## src/design/brot_pkg.sv

```systemverilog
// Shared types, constants and coefficient tables for the 45-degree bitmap rotator.
// No dependencies; every other design file imports this package.
package brot_pkg;

  // Fixed field widths of the row channels.
  localparam int ROW_W     = 32;
  localparam int IDX_W     = 5;
  localparam int STEP_W    = 3;

  // Signed Q2.15 coefficients in 18 bits, with unity held as 2^15.
  localparam int FRAC_BITS = 15;
  localparam int ONE_Q     = 32768;
  localparam int DIAG_Q    = 23170;
  localparam int COEF_W    = 18;

  // Rotation step codes in 45 degree units.
  localparam logic [STEP_W-1:0] STEP_0   = 3'd0;
  localparam logic [STEP_W-1:0] STEP_45  = 3'd1;
  localparam logic [STEP_W-1:0] STEP_90  = 3'd2;
  localparam logic [STEP_W-1:0] STEP_135 = 3'd3;
  localparam logic [STEP_W-1:0] STEP_180 = 3'd4;
  localparam logic [STEP_W-1:0] STEP_225 = 3'd5;
  localparam logic [STEP_W-1:0] STEP_270 = 3'd6;
  localparam logic [STEP_W-1:0] STEP_315 = 3'd7;

  typedef logic signed [COEF_W-1:0] coef_t;

  // Sequencer states of the top level.
  typedef enum logic [2:0] {
    ST_LOAD,
    ST_INIT,
    ST_FETCH,
    ST_SCAN,
    ST_EMIT
  } state_t;

  // Commands from the sequencer to the coordinate unit.
  typedef struct packed {
    logic init;
    logic step_x;
    logic step_row;
  } brot_map_ctl_t;

  // Mapped target of the current source pixel.
  typedef struct packed {
    logic             hit;
    logic [IDX_W-1:0] col;
    logic [IDX_W-1:0] row;
  } brot_map_res_t;

  // Cosine of the rotation step, exact at right angles.
  function automatic coef_t cos_q(input logic [STEP_W-1:0] step);
    coef_t c;
    case (step)
      STEP_0:   c = coef_t'(ONE_Q);
      STEP_45:  c = coef_t'(DIAG_Q);
      STEP_90:  c = '0;
      STEP_135: c = -coef_t'(DIAG_Q);
      STEP_180: c = -coef_t'(ONE_Q);
      STEP_225: c = -coef_t'(DIAG_Q);
      STEP_270: c = '0;
      STEP_315: c = coef_t'(DIAG_Q);
      default:  c = '0;
    endcase
    return c;
  endfunction

  // Sine of the rotation step, exact at right angles.
  function automatic coef_t sin_q(input logic [STEP_W-1:0] step);
    coef_t s;
    case (step)
      STEP_0:   s = '0;
      STEP_45:  s = coef_t'(DIAG_Q);
      STEP_90:  s = coef_t'(ONE_Q);
      STEP_135: s = coef_t'(DIAG_Q);
      STEP_180: s = '0;
      STEP_225: s = -coef_t'(DIAG_Q);
      STEP_270: s = -coef_t'(ONE_Q);
      STEP_315: s = -coef_t'(DIAG_Q);
      default:  s = '0;
    endcase
    return s;
  endfunction

endpackage

```

## src/design/brot_map_unit.sv

```systemverilog
// Coordinate unit: incremental Q7.15 accumulators (at SIDE = 32) for the target position of
// each source pixel, with truncation toward zero and bounds check. Uses brot_pkg.
module brot_map_unit import brot_pkg::*; #(
  parameter int SIDE = 32
) (
  input  logic              clk,
  input  brot_map_ctl_t     ctl,
  input  logic [STEP_W-1:0] step,
  output brot_map_res_t     res
);

  localparam int AW     = $clog2(SIDE) + 18;
  localparam int CENTER = SIDE / 2;
  localparam int XN     = (SIDE < ROW_W) ? SIDE : ROW_W;
  localparam logic signed [AW-1:0] CENTER_A = AW'(CENTER);
  localparam logic signed [AW-1:0] ONE_A    = AW'(ONE_Q);

  coef_t                cs_r, sn_r, cs_i, sn_i;
  logic signed [AW-1:0] cs_e, sn_e;
  logic signed [AW-1:0] rx_r, ry_r, nx_r, ny_r;
  logic signed [AW-1:0] nx0, ny0;
  logic signed [AW-1:0] qx, qy;

  // Truncate a Q.15 sum toward zero.
  function automatic logic signed [AW-1:0] trunc0(input logic signed [AW-1:0] a);
    logic signed [AW-1:0] q;
    logic                 fix;
    q   = a >>> FRAC_BITS;
    fix = a[AW-1] && (a[FRAC_BITS-1:0] != '0);
    return q + AW'(fix);
  endfunction

  // Start values for the top-left source pixel, where dx = dy = -center.
  always_comb begin
    cs_i = cos_q(step);
    sn_i = sin_q(step);
    nx0  = CENTER_A * (ONE_A - AW'(cs_i) + AW'(sn_i));
    ny0  = CENTER_A * (ONE_A - AW'(sn_i) - AW'(cs_i));
    cs_e = AW'(cs_r);
    sn_e = AW'(sn_r);
  end

  // Moving one pixel right adds (cos, sin); one row down adds (-sin, cos).
  always_ff @(posedge clk) begin
    if (ctl.init) begin
      cs_r <= cs_i;
      sn_r <= sn_i;
      rx_r <= nx0;
      ry_r <= ny0;
      nx_r <= nx0;
      ny_r <= ny0;
    end else if (ctl.step_row) begin
      rx_r <= rx_r - sn_e;
      ry_r <= ry_r + cs_e;
      nx_r <= rx_r - sn_e;
      ny_r <= ry_r + cs_e;
    end else if (ctl.step_x) begin
      nx_r <= nx_r + cs_e;
      ny_r <= ny_r + sn_e;
    end
  end

  // Target position and whether it lands on the shown grid.
  always_comb begin
    qx      = trunc0(nx_r);
    qy      = trunc0(ny_r);
    res.hit = !qx[AW-1] && (qx[AW-2:0] < (AW-1)'(XN))
           && !qy[AW-1] && (qy[AW-2:0] < (AW-1)'(XN));
    res.col = qx[IDX_W-1:0];
    res.row = qy[IDX_W-1:0];
  end

endmodule

```

## config.mk

```make
export PLATFORM = sky130hd
export DESIGN_NAME = brot_map_unit
export DESIGN_NICKNAME = d
export VERILOG_FILES = /design/src/design/brot_pkg.sv /design/src/design/brot_map_unit.sv
export SDC_FILE = /design/constraint.sdc
export NUM_CORES = 1
export LEC_CHECK = 0
export BUFFER_PORTS_ARGS = -buffer_cell sky130_fd_sc_hd__buf_2
export CAP_MARGIN = 20
export CORE_MARGIN = 2
export CORE_UTILIZATION = 49
export CTS_CLUSTER_DIAMETER = 40
export CTS_CLUSTER_SIZE = 14
export DETAILED_ROUTE_END_ITERATION = 8
export GPL_TIMING_DRIVEN = 1
export PLACE_DENSITY = 0.71
export SLEW_MARGIN = 30
export SYNTH_ARGS = -nofsm -noshare
export SYNTH_HDL_FRONTEND = slang
export SYNTH_SLANG_ARGS = --single-unit
export TNS_END_PERCENT = 1
```

## constraint.sdc

```tcl
create_clock -name clk -period 5.7 [get_ports clk]
set_clock_uncertainty 0.2 [all_clocks]
set_input_delay 1.71 -clock clk [delete_from_list [all_inputs] [get_ports clk]]
set_output_delay 1.71 -clock clk [all_outputs]
set_load 0.02 [all_outputs]
```

==> key figures <==
Synth
  – Avg Cell Area, Syn: 9.22 um^2
  – Mapped Cells: 928
  – Synth area leaders: edfxtp_1 (30%), ha_1 (16%), xnor2_1 (6.2%)
  – Asr flop ratio synth: 0%
  – Post-synth top area share: 29.8%
  – Register bit total from synthesis: 97
  – Distinct cells, synth: 63
  – Mapped Area: 8550 um^2
  – Top_reg_cell synth: edfxtp_1
  – Yosys warnings: 0
  – Area leader, netlist: edfxtp_1
  – Post-synth EDFFs: 85
  – Register area share after synthesis: 32.7%
  – Syn_nets: 1048

GRT
  – Initial antenna violation count: 0
  – Vias in the first global route: 6558
  – Global-route wire length before repair: 32300 um
  – Grt total ovfl: 0
  – Tot GR Track Use: 22.1%
  – Largest net degree at the start of global routing: 31

Finish
  – Total Nets Final: 1063
  – Filler cells: 1591
  – Fraction of layout cells with a size suffix above 1: 6.54%
  – Synth-to-layout area growth: 7.84%
  – Post-Layout Cell Count: 1173
  – Multi-input logic area: 5510 um^2
  – Diode count: 0
  – Register area: 2790 um^2

Routing
  – TritonRoute pass-1 iters: 5
  – Initial DRC count: 477
  – DR WL/cell: 16.7 um
  – Vias after detailed routing: 6970
  – Total wire length: 19600 um
  – Via/cell ratio: 5.94
  – Final ANT Viol Nets: 0
  – DRC viols: 0

Placed design
  – Final Wtd Congestion: 0.894
  – Post-DP HPWL: 14800 um
  – Pre-CTS setup slack: 572 ps
  – Dpl cells: 1157
  – Buffers on Ports: 17

Critical path
  – Levels on crit path: 20
  – CP delay by family, top: adder cells
  – CP cell instances: buf_2 > inv_1 > ha_1 > nand2_1 > and2_1 > ha_1 > inv_1 > ha_1 > inv_1 > ha_1 > a21oi_1 > buf_4 > o21bai_1 > a21oi_1 > nor2_1 > a31oi_1 > xnor2_1 > a211oi_1 > nand3_1 > a21o_1
  – Worst path max stage delay: 400 ps
  – WS Path Type: in -> reg
  – CP Launch Type: input port
  – Most used cell along the critical path: ha_1
  – Slowest-stage cell, CP: ha_1
  – Setup crit end kind: flop
  – CP bufs+invs: 5
  – Worst Path Required: 5610 ps
  – Cell count of the worst reg-to-reg path: 11
  – Max FO, Critical Path: 7
  – Crit path arrival time: 4690 ps

Clock network
  – Reg clk slew, reported paths: 70 ps
  – Clock sink count: 97
  – CTS root buffer: clkbuf_16
  – Postcts setup bufs: 0
  – CTS tree: yes
  – TritonCTS Buffers: 9
  – Hold_buf cts: 0
  – PostCTS Resize Cnt: 0
  – Clock Latency Late Sink: 350 ps
  – CTS max path bufs: 2
  – H-tree depth: 3

Timing
  – Worst slew pin tran: 899 ps
  – Post-route minimum period: 4790 ps
  – RSZ-0062 raised after global routing: no
  – Achievable Freq: 0.209 GHz
  – Final hold viol count: 0
  – Finish-stage setup viols: 0
  – Slew Viols, Final: 0
  – Slew Limit Headroom: 40.1%
  – Setup TNS: 0 ps
  – Fin crit share: 84.0%
  – Final worst slack: 913 ps

Flow run
  – Max-cap violations: 0

Floorplan
  – Die Wd: 136 um
  – Die area: 18500 um^2
  – Row cnt: 48
  – Num ports: 18
  – Core Box Area: 17200 um^2
  – Die Span Y: 136 um
  – Initial Utilization: 49.8%

Power
  – Cell Pwr Density: 423 nW/um^2
  – Peak VDD IR: 0.283 mV
  – Register share of total power: 29.8%
  – Int Pwr: 2.32 mW
  – Leak: 4.05 nW
  – Clock group share of total power: 16.9%
  – Switch share: 40.6%
  – Comb pwr share: 53.3%
  – Switching pwr: 1.58 mW

Run status
  – Status: finished, final reports clean

Min path
  – Hold crit path type: reg -> reg
  – Cell count of the worst hold path: 1
cell usage after synthesis (all sizes together), types with 3 or more instances:
| cell | n |
|---|---|
| a21oi | 96 |
| and2 | 6 |
| dfxtp | 12 |
| fa | 4 |
| o21bai | 14 |
| or3 | 6 |
| xor2 | 25 |
| a211oi | 9 |
| o22ai | 7 |
| mux2i | 8 |
| o211ai | 8 |
| a21o | 51 |
| nor4 | 7 |
| xnor2 | 61 |
| a311oi | 3 |
| nor2b | 9 |
| nand3 | 19 |
| o21a | 21 |
| ha | 109 |
| nor3 | 14 |
| nor2 | 57 |
| a31oi | 12 |
| clkbuf | 17 |
| inv | 44 |
| nand2 | 58 |
| o21ai | 78 |
| buf | 4 |
| nand2b | 15 |
| a41oi | 5 |
| a31o | 3 |
| edfxtp | 85 |
| a221o | 5 |
| o221ai | 3 |
| o31ai | 4 |
| or2 | 6 |
| and3 | 9 |
| a211o | 3 |
| a21boi | 3 |
| nand4 | 3 |
final cells by class:
type                       count  share of cell area (%)
clock inverter                 7                    1.03
clock buffer                   9                    2.44
sequential                    97                    30.3
tap                          225                    3.05
timing repair buffer          25                    1.57
multi-input combinational    765                    59.8
inverter                      45                    1.83
cell usage in the layout (no fill, tap or decap), types with 15 or more instances in the layout:
cell / netlist / routed
inv_1: 44 / 43
buf_2: 0 / 17
o21a_1: 21 / 21
xnor2_1: 61 / 61
nand2_1: 58 / 58
a21oi_1: 94 / 94
xor2_1: 25 / 25
ha_1: 109 / 109
edfxtp_1: 85 / 85
o21ai_0: 74 / 74
a21o_1: 50 / 50
nand3_1: 19 / 19
nand2b_1: 15 / 15
nor2_1: 57 / 56
layer usage:
metal  part of all wire [%]  GRT usage [%]  vias to the layer above
met4                    2.5           7.93                        0
met5                      0              0                        -
met2                     47           36.6                      145
met1                     47           30.1                     3270
met3                    3.5           2.31                       33
li1                       -              -                     3522
final timing paths:
check	start	endpoint	slack (ps)
worst max-delay path	step[1]	ny_r[19]	910
worst min-delay path	rx_r[1]	rx_r[1]	260
worst max register to register	sn_r[13]	nx_r[17]	1730
worst min register to register	rx_r[1]	rx_r[1]	260
sequential cells by signal (all words and copies together), names as in the netlist:
name	count
ry_r	22
nx_r	22
rx_r	22
cs_r	5
sn_r	4
ny_r	22
per-stage QoR:
stage          power [mW]  instance area [um^2]  util [%]  hold WS, ps
5_1_grt              4.22                  9220      53.7          278
4_1_cts              3.90                  9220      53.7          262
6_report             3.90                  9220      53.7          262
3_5_place_dp         3.22                  8900      51.8          246
3_3_place_gp         3.19                  8900      51.8          235
2_1_floorplan        2.79                  8550         -          228
power by group through the flow:
stage | clock network [mW] | logic, mW | registers (mW)
after floorplan | 0 | 1.67 | 1.12
after global routing | 0.704 | 2.33 | 1.18
after detailed placement | 0 | 2.05 | 1.17
after global placement | 0 | 2.02 | 1.17
final | 0.660 | 2.08 | 1.16
after CTS | 0.674 | 2.07 | 1.16
logic make-up (layout without fill, tap and decap cells):
kind of cell	after synthesis	in the layout	synth area share, %
compound gates	339	339	25.3
simple gates	217	217	12.2
fa+ha+maj	113	113	16.9
flops	97	97	32.7
xor+xnor	86	86	8.81
buf+inv	66	86	2.90
mux	10	10	1.20
(Power assumes the default switching activity.)
